[config.mk]
export PLATFORM = sky130hd
export DESIGN_NAME = char_lcd_nibble_writer_unit
export DESIGN_NICKNAME = d
export VERILOG_FILES = /design/src/sv/clnw_pkg.sv /design/src/sv/clnw_in_stage.sv /design/src/sv/clnw_emit.sv /design/src/sv/char_lcd_nibble_writer_unit.sv
export VERILOG_INCLUDE_DIRS = /design/src /design/src/sv
export SDC_FILE = /design/constraint.sdc
export NUM_CORES = 1
export LEC_CHECK = 0
export BUFFER_PORTS_ARGS = -buffer_cell sky130_fd_sc_hd__clkbuf_2
export CORE_ASPECT_RATIO = 1.5
export CORE_UTILIZATION = 64
export DETAILED_ROUTE_END_ITERATION = 7
export PLACE_DENSITY = 0.89
export SKIP_CTS_REPAIR_TIMING = 1
export SYNTH_ARGS = -nofsm -noshare
export SYNTH_HDL_FRONTEND = slang
export SYNTH_HIERARCHICAL = 1
export SYNTH_SLANG_ARGS = --single-unit
[constraint.sdc]
create_clock -name clk -period 9.6 [get_ports clk]
set_input_delay 1.92 -clock clk [delete_from_list [all_inputs] [get_ports clk]]
set_output_delay 1.92 -clock clk [all_outputs]
set_load 0.005 [all_outputs]
[src/sv/char_lcd_nibble_writer_unit_assert.svh]
// Assertion macros for the nibble writer's sequencer module.
`ifndef CHAR_LCD_NIBBLE_WRITER_UNIT_ASSERT_SVH
`define CHAR_LCD_NIBBLE_WRITER_UNIT_ASSERT_SVH

// Same-cycle implication, muted while in reset.
`define CLNW_ASSERT_NOW(label, ante, cons, msg) \
  label: assert property (@(posedge clk) disable iff (!rst_n) (ante) |-> (cons)) \
    else $error(msg);

// Next-cycle implication, muted while in reset.
`define CLNW_ASSERT_NEXT(label, ante, cons, msg) \
  label: assert property (@(posedge clk) disable iff (!rst_n) (ante) |=> (cons)) \
    else $error(msg);

`endif

[src/sv/clnw_pkg.sv]
// Shared types, codes and tables for the character LCD nibble writer.
package clnw_pkg;

  typedef enum logic [2:0] {
    ACT_INIT   = 3'd0,
    ACT_CMD    = 3'd1,
    ACT_CHAR   = 3'd2,
    ACT_NUMBER = 3'd3,
    ACT_CURSOR = 3'd4
  } action_t;

  typedef enum logic [1:0] {
    MODE_NONE = 2'd0,
    MODE_INIT = 2'd1,
    MODE_BYTE = 2'd2,
    MODE_DEC  = 2'd3
  } mode_t;

  localparam logic [1:0] ROW_TOP    = 2'd1;
  localparam logic [1:0] ROW_BOTTOM = 2'd2;
  localparam logic [7:0] ROW_TOP_BASE    = 8'h80;
  localparam logic [7:0] ROW_BOTTOM_BASE = 8'hC0;
  localparam logic [3:0] DIGIT_HI   = 4'h3;  // high nibble of ASCII '0'..'9'
  localparam logic [3:0] INIT_LAST  = 4'd11;
  localparam logic [2:0] POW_LAST   = 3'd4;
  localparam logic       RS_CMD     = 1'b0;
  localparam logic       RS_DATA    = 1'b1;

  // One decoded item as handed to the sequencer.
  typedef struct packed {
    mode_t       mode;
    logic        rs;
    logic [7:0]  data;
    logic [15:0] rem;
    logic [2:0]  pow;
  } job_t;

  // Init sequence: 3,3,3,2 then 0x28, 0x08, 0x0C, 0x01 high nibble first.
  function automatic logic [3:0] init_nibble(input logic [3:0] idx);
    logic [3:0] nib;
    case (idx)
      4'd0, 4'd1, 4'd2: nib = 4'h3;
      4'd3, 4'd4:       nib = 4'h2;
      4'd5, 4'd7:       nib = 4'h8;
      4'd9:             nib = 4'hC;
      4'd11:            nib = 4'h1;
      default:          nib = 4'h0;
    endcase
    return nib;
  endfunction

  function automatic logic [13:0] pow10(input logic [2:0] idx);
    logic [13:0] p;
    case (idx)
      3'd0:    p = 14'd10000;
      3'd1:    p = 14'd1000;
      3'd2:    p = 14'd100;
      3'd3:    p = 14'd10;
      default: p = 14'd1;
    endcase
    return p;
  endfunction

endpackage

[src/sv/clnw_in_stage.sv]
// Input register and item decoder for the nibble writer.
module clnw_in_stage
  import clnw_pkg::*;
(
  input  logic        clk,
  input  logic        rst_n,
  input  logic        in_valid,
  output logic        in_ready,
  input  logic [2:0]  in_action,
  input  logic [7:0]  in_byte_value,
  input  logic [15:0] in_number,
  input  logic [5:0]  in_column,
  input  logic [1:0]  in_row,
  output logic        job_valid,
  input  logic        job_ready,
  output job_t        job
);

  logic        buf_v_r;
  logic [2:0]  action_r;
  logic [7:0]  byte_r;
  logic [15:0] number_r;
  logic [5:0]  column_r;
  logic [1:0]  row_r;
  logic        load;

  assign in_ready  = !buf_v_r || job_ready;
  assign load      = in_valid && in_ready;
  assign job_valid = buf_v_r;

  always_ff @(posedge clk) begin
    if (!rst_n) begin
      buf_v_r <= 1'b0;
    end else if (load) begin
      buf_v_r <= 1'b1;
    end else if (job_ready) begin
      buf_v_r <= 1'b0;
    end
  end

  always_ff @(posedge clk) begin
    if (load) begin
      action_r <= in_action;
      byte_r   <= in_byte_value;
      number_r <= in_number;
      column_r <= in_column;
      row_r    <= in_row;
    end
  end

  always_comb begin
    logic [7:0] base;
    base      = (row_r == ROW_TOP) ? ROW_TOP_BASE : ROW_BOTTOM_BASE;
    job.mode  = MODE_NONE;
    job.rs    = RS_CMD;
    job.data  = byte_r;
    job.rem   = number_r;
    // leading digit position: 0 is the ten-thousands
    if (number_r >= 16'd10000) begin
      job.pow = 3'd0;
    end else if (number_r >= 16'd1000) begin
      job.pow = 3'd1;
    end else if (number_r >= 16'd100) begin
      job.pow = 3'd2;
    end else if (number_r >= 16'd10) begin
      job.pow = 3'd3;
    end else begin
      job.pow = POW_LAST;
    end
    case (action_t'(action_r))
      ACT_INIT: begin
        job.mode = MODE_INIT;
      end
      ACT_CMD: begin
        job.mode = MODE_BYTE;
      end
      ACT_CHAR: begin
        job.mode = MODE_BYTE;
        job.rs   = RS_DATA;
      end
      ACT_NUMBER: begin
        job.mode = MODE_DEC;
        job.rs   = RS_DATA;
      end
      ACT_CURSOR: begin
        if (row_r == ROW_TOP || row_r == ROW_BOTTOM) begin
          job.mode = MODE_BYTE;
          job.data = {2'b00, column_r} + 8'hFF + base;  // wraps at 8 bits
        end
      end
      default: begin
        job.mode = MODE_NONE;
      end
    endcase
  end

endmodule

[src/sv/clnw_emit.sv]
// Nibble sequencer and output register: one nibble per cycle from the held job while out_ready allows.
module clnw_emit
  import clnw_pkg::*;
(
  input  logic       clk,
  input  logic       rst_n,
  input  logic       job_valid,
  output logic       job_ready,
  input  job_t       job,
  output logic       out_valid,
  input  logic       out_ready,
  output logic [3:0] out_nibble,
  output logic       out_register_select,
  output logic       out_last
);

  logic        act_r;
  mode_t       mode_r;
  logic        rs_r;
  logic [7:0]  data_r;
  logic [15:0] rem_r;
  logic [2:0]  pow_r;
  logic [3:0]  step_r;

  logic        out_valid_r;
  logic [3:0]  out_nibble_r;
  logic        out_rs_r;
  logic        out_last_r;

  logic        emit;
  logic        take;
  logic [3:0]  nib_nxt;
  logic        last_nxt;
  logic [3:0]  digit;
  logic [15:0] rem_nxt;

  assign emit      = act_r && (!out_valid_r || out_ready);
  assign job_ready = !act_r || (emit && last_nxt);
  assign take      = job_valid && job_ready;

  // Current decimal digit: parallel compares against k * pow10(pow).
  always_comb begin
    logic [17:0] pw;
    logic [17:0] rem_ext;
    logic [17:0] prod;
    logic [17:0] kp;
    pw      = {4'b0000, pow10(pow_r)};
    rem_ext = {2'b00, rem_r};
    digit   = 4'd0;
    prod    = 18'd0;
    for (int k = 1; k <= 9; k++) begin
      kp = 18'(k) * pw;
      if (rem_ext >= kp) begin
        digit = 4'(k);
        prod  = kp;
      end
    end
    rem_nxt = rem_r - prod[15:0];
  end

  always_comb begin
    nib_nxt  = 4'h0;
    last_nxt = 1'b0;
    case (mode_r)
      MODE_INIT: begin
        nib_nxt  = init_nibble(step_r);
        last_nxt = (step_r == INIT_LAST);
      end
      MODE_BYTE: begin
        nib_nxt  = step_r[0] ? data_r[3:0] : data_r[7:4];
        last_nxt = step_r[0];
      end
      MODE_DEC: begin
        nib_nxt  = step_r[0] ? digit : DIGIT_HI;
        last_nxt = step_r[0] && (pow_r == POW_LAST);
      end
      default: begin
        nib_nxt  = 4'h0;
        last_nxt = 1'b1;
      end
    endcase
  end

  always_ff @(posedge clk) begin
    if (!rst_n) begin
      act_r       <= 1'b0;
      out_valid_r <= 1'b0;
    end else begin
      if (take) begin
        act_r <= (job.mode != MODE_NONE);
      end else if (emit && last_nxt) begin
        act_r <= 1'b0;
      end
      if (emit) begin
        out_valid_r <= 1'b1;
      end else if (out_ready) begin
        out_valid_r <= 1'b0;
      end
    end
  end

  always_ff @(posedge clk) begin
    if (take) begin
      mode_r <= job.mode;
      rs_r   <= job.rs;
      data_r <= job.data;
      rem_r  <= job.rem;
      pow_r  <= job.pow;
      step_r <= 4'd0;
    end else if (emit) begin
      step_r <= step_r + 4'd1;
      if (mode_r == MODE_DEC && step_r[0]) begin
        rem_r <= rem_nxt;
        pow_r <= pow_r + 3'd1;
      end
    end
    if (emit) begin
      out_nibble_r <= nib_nxt;
      out_rs_r     <= rs_r;
      out_last_r   <= last_nxt;
    end
  end

  assign out_valid           = out_valid_r;
  assign out_nibble          = out_nibble_r;
  assign out_register_select = out_rs_r;
  assign out_last            = out_last_r;

`include "char_lcd_nibble_writer_unit_assert.svh"

  `CLNW_ASSERT_NOW(a_dec_pow_range, act_r && mode_r == MODE_DEC, pow_r <= POW_LAST, "pow overrun")
  `CLNW_ASSERT_NOW(a_byte_steps, act_r && mode_r == MODE_BYTE, step_r <= 4'd1, "byte job overran")
  `CLNW_ASSERT_NOW(a_init_steps, act_r && mode_r == MODE_INIT, step_r <= INIT_LAST, "init overran")
  `CLNW_ASSERT_NEXT(a_last_retires, emit && last_nxt && !take, !act_r, "job outlived last nibble")

endmodule

[src/sv/char_lcd_nibble_writer_unit.sv]
// Character LCD 4-bit front end: turns one request into a run of nibble writes, each tagged
// with register select and a last flag. The input register takes a new request whenever the
// sequencer is free or is handing out the final nibble of its current job, so requests follow
// one another without gaps. The output register sends one nibble per cycle while out_ready
// allows; a request has 12 nibbles for init, 2 for a command, character or cursor move,
// 2 to 10 for a decimal number (two per digit), and none for a request that produces
// nothing (cursor row 0 or 3, unused action codes). A request passes the input register,
// the sequencer and the output register before its first nibble appears.
module char_lcd_nibble_writer_unit
  import clnw_pkg::*;
(
  input  logic        clk,
  input  logic        rst_n,
  input  logic        in_valid,
  output logic        in_ready,
  input  logic [2:0]  in_action,
  input  logic [7:0]  in_byte_value,
  input  logic [15:0] in_number,
  input  logic [5:0]  in_column,
  input  logic [1:0]  in_row,
  output logic        out_valid,
  input  logic        out_ready,
  output logic [3:0]  out_nibble,
  output logic        out_register_select,
  output logic        out_last
);

  logic job_valid;
  logic job_ready;
  job_t job;

  clnw_in_stage u_in_stage (
    .clk           (clk),
    .rst_n         (rst_n),
    .in_valid      (in_valid),
    .in_ready      (in_ready),
    .in_action     (in_action),
    .in_byte_value (in_byte_value),
    .in_number     (in_number),
    .in_column     (in_column),
    .in_row        (in_row),
    .job_valid     (job_valid),
    .job_ready     (job_ready),
    .job           (job)
  );

  clnw_emit u_emit (
    .clk                 (clk),
    .rst_n               (rst_n),
    .job_valid           (job_valid),
    .job_ready           (job_ready),
    .job                 (job),
    .out_valid           (out_valid),
    .out_ready           (out_ready),
    .out_nibble          (out_nibble),
    .out_register_select (out_register_select),
    .out_last            (out_last)
  );

endmodule

==> flow_summary.json <==
{
  "ys_ff_latch": 82,
  "drive_above_1_share_pct": 10.1,
  "clockBufferDepth": 2,
  "path_clk_slew_ns": 0.06,
  "dieWidth_um": 99.2,
  "grt_antenna_before_repair": 1,
  "relSlewSlack_pct": 33.4,
  "ys_seq_area_share_pct": 25.9,
  "min_path_cells": 0,
  "ys_top_cells_by_count": "ha_1 (163), nor2_1 (79), a21oi_1 (74), nand2_1 (74), edfxtp_1 (71)",
  "wl_per_cell_um": 24.2,
  "fin_crit_sh_pct": 93.7,
  "synth_most_common_cell": "ha_1",
  "leakage_uw": 0.00427,
  "core_area_um2": 13700,
  "fmax_mhz": 111,
  "grt_first_pass_wirelength_mm": 46.2,
  "crit_fanout": 12,
  "worstMarginPinSlew_ns": 0.997,
  "grt_max_degree": 36,
  "path_buf_inv": 4,
  "start_util_pct": 66.4,
  "finalSetupViolCount": 0,
  "maxSlewViolCount": 0,
  "worstPathArrival_ns": 9.17,
  "areaGrowthSynthToFinish_pct": 8.36,
  "synth_top_area_share_pct": 23.5,
  "required_ns": 9.77,
  "worst_setup_path_end_kind": "register",
  "clk_latency_ns": 0.34,
  "dr.pass1.iters": 6,
  "reg2reg_slack_ns": 0.60,
  "cts_buffers": 9,
  "async_flop_share_pct": 0,
  "yosys_warnings": 6,
  "grt_setup_unrepaired": "false",
  "post-route-drc-count": 0,
  "cp-start-kind": "register",
  "tns_ns": 0,
  "final_util_pct": 71.9,
  "grt_overflow_total": 0,
  "r2r-start": "u_emit/pow_r[0]",
  "synth_cells": 1013,
  "drt-total-wl_mm": 29.8,
  "syn_area_um2": 9070,
  "hold_class": "register to register",
  "vias": 8648,
  "powerDensity_nw_per_um2": 188,
  "maxCapViolCount": 0,
  "hpwl_mm": 21.8,
  "synth_top_cell_by_area": "edfxtp_1",
  "fp.dieH_um": 148,
  "period_minus_slack_ns": 9.00,
  "gp_congestion": 1.07,
  "critPathLaunch": "u_emit/pow_r[0]",
  "synth_cell_types": 84,
  "track_usage_pct": 42.0,
  "cpMostUsedCell": "ha_1",
  "crit_type": "register to register",
  "first_global_vias": 8739,
  "cts_root_buf": "clkbuf_16",
  "status": "finished, final reports clean",
  "num_io_pins": 47,
  "via_per_inst": 7.02,
  "clock_skew_ns": 0.00958,
  "vdd_drop_max_mv": 0.188,
  "synth_area_leaders": "edfxtp_1 (24%), ha_1 (22%), a21oi_1 (4.1%)",
  "synth.avg_cell_area_um2": 8.95,
  "r2r-end": "u_emit/rem_r[15]",
  "cts_max_level": 3,
  "antennaDiodeCount": 0,
  "hold_end": "u_emit/out_register_select",
  "rows": 52,
  "cts_tree": "built",
  "io_buffers": 46,
  "antenna_left": 0,
  "drtIter0Drc": 895,
  "r2r_cells": 36,
  "fin_nets": 1276,
  "finalHoldViolations": 0,
  "synth-edff-count": 71,
  "crit_family": "compound AO/OA/AOI/OAI gates",
  "synth_ff_type": "edfxtp_1",
  "min-delay-start": "u_emit/rs_r",
  "cts.sinks": 82,
  "max_stage_delay_ns": 0.68,
  "die_area_um2": 14700,
  "slowest_stage": "a21oi_1"
}
[layer usage]
metal  global-route usage (%)  share of wire (%)  vias up
li1                         -                  -     3922
met1                     44.3                 34     4019
met2                     72.2                 49      515
met3                     8.23                8.2      192
met4                     34.0                8.8        0
met5                        0                  0        -
[metrics by stage]
step                setup slack, ns  area [um^2]  power [uW]  hold WS, ns  cells
finish                        0.601         9830        1840        0.428   1232
global route                 0.0663         9830        1950        0.439   1232
CTS                           0.820         9830        1800        0.429   1232
floorplan                      1.01         9070        1180        0.400   1014
global placement               1.20         9530        1420        0.405   1216
detailed placement            0.972         9530        1450        0.415   1216
[worst register-to-register path, delay by kind of cell (launching register included)]
family	cells	cell delay (ns)
buffers and inverters	4	0.74
adders and majority gates	7	2.07
and+or+nand+nor	6	1.31
DFF	1	0.47
muxes	1	0.18
xor gates and xnor gates	2	0.54
AOI/OAI and AO/OA	16	3.56
[final cells by class]
class | instances | area (um^2)
Clock buffer | 13 | 283
Clock inverter | 3 | 18.8
Fill cell | 1025 | 3830
Inverter | 73 | 277
Multi-Input combinational cell | 838 | 6350
Sequential cell | 82 | 2350
Tap cell | 162 | 203
Timing Repair Buffer | 61 | 343
[placed cells by master (no fill, tap or decap), types with 20 or more instances in the layout]
cell type  Yosys  routed
clkbuf_2       0      46
edfxtp_1      71      71
a21o_1        29      29
inv_1         69      69
nand3_1       20      20
xor2_1        22      22
o21ai_0       57      56
nor3_1        21      21
a21oi_1       74      74
nor2_1        79      79
ha_1         163     163
nand2_1       74      74
xnor2_1       24      24
[logic make-up (layout without fill, tap and decap cells)]
group           Yosys count  count (layout)  synth area share, %
fa+ha+maj               172             172                 24.5
compound gates          311             311                 23.5
other cells               2               3               0.0828
simple gates            296             296                 16.3
xor+xnor                 47              47                 4.69
flops                    82              82                 25.9
mux                       9               9                0.993
buf+inv                  94             150                 4.07
[power breakdown]
part           switching, uW  internal (uW)  leakage (uW)  total (uW)
registers               78.6            438      0.000768         516
logic                    599            392       0.00335         991
clock network            131            206      0.000150         337
[worst max-delay path by stage]
stage	slack, ns	endpoint	depth (start not counted)
2_1_floorplan	1.01	u_emit/rem_r[15]	39
3_3_place_gp	1.20	u_emit/rem_r[15]	35
3_5_place_dp	0.97	u_emit/rem_r[15]	35
4_1_cts	0.82	u_emit/rem_r[15]	35
5_1_grt	0.07	u_emit/rem_r[12]	37
6_report	0.60	u_emit/rem_r[15]	36
[flip-flops by register name, indices dropped and copies added (netlist names), named ones only]
name / count
u_emit/data_r: 8
u_emit/pow_r: 3
u_in_stage/action_r: 3
u_emit/out_valid: 1
u_emit/rs_r: 1
u_emit/mode_r: 2
u_emit/out_nibble: 4
u_in_stage/job_valid: 1
u_emit/out_last: 1
u_emit/rem_r: 16
u_emit/step_r: 4
u_emit/out_register_select: 1
u_in_stage/number_r: 16
u_emit/act_r: 1
u_in_stage/byte_r: 8
u_in_stage/column_r: 6
u_in_stage/row_r: 2
Note: power is estimated with default switching activity, not from simulation.
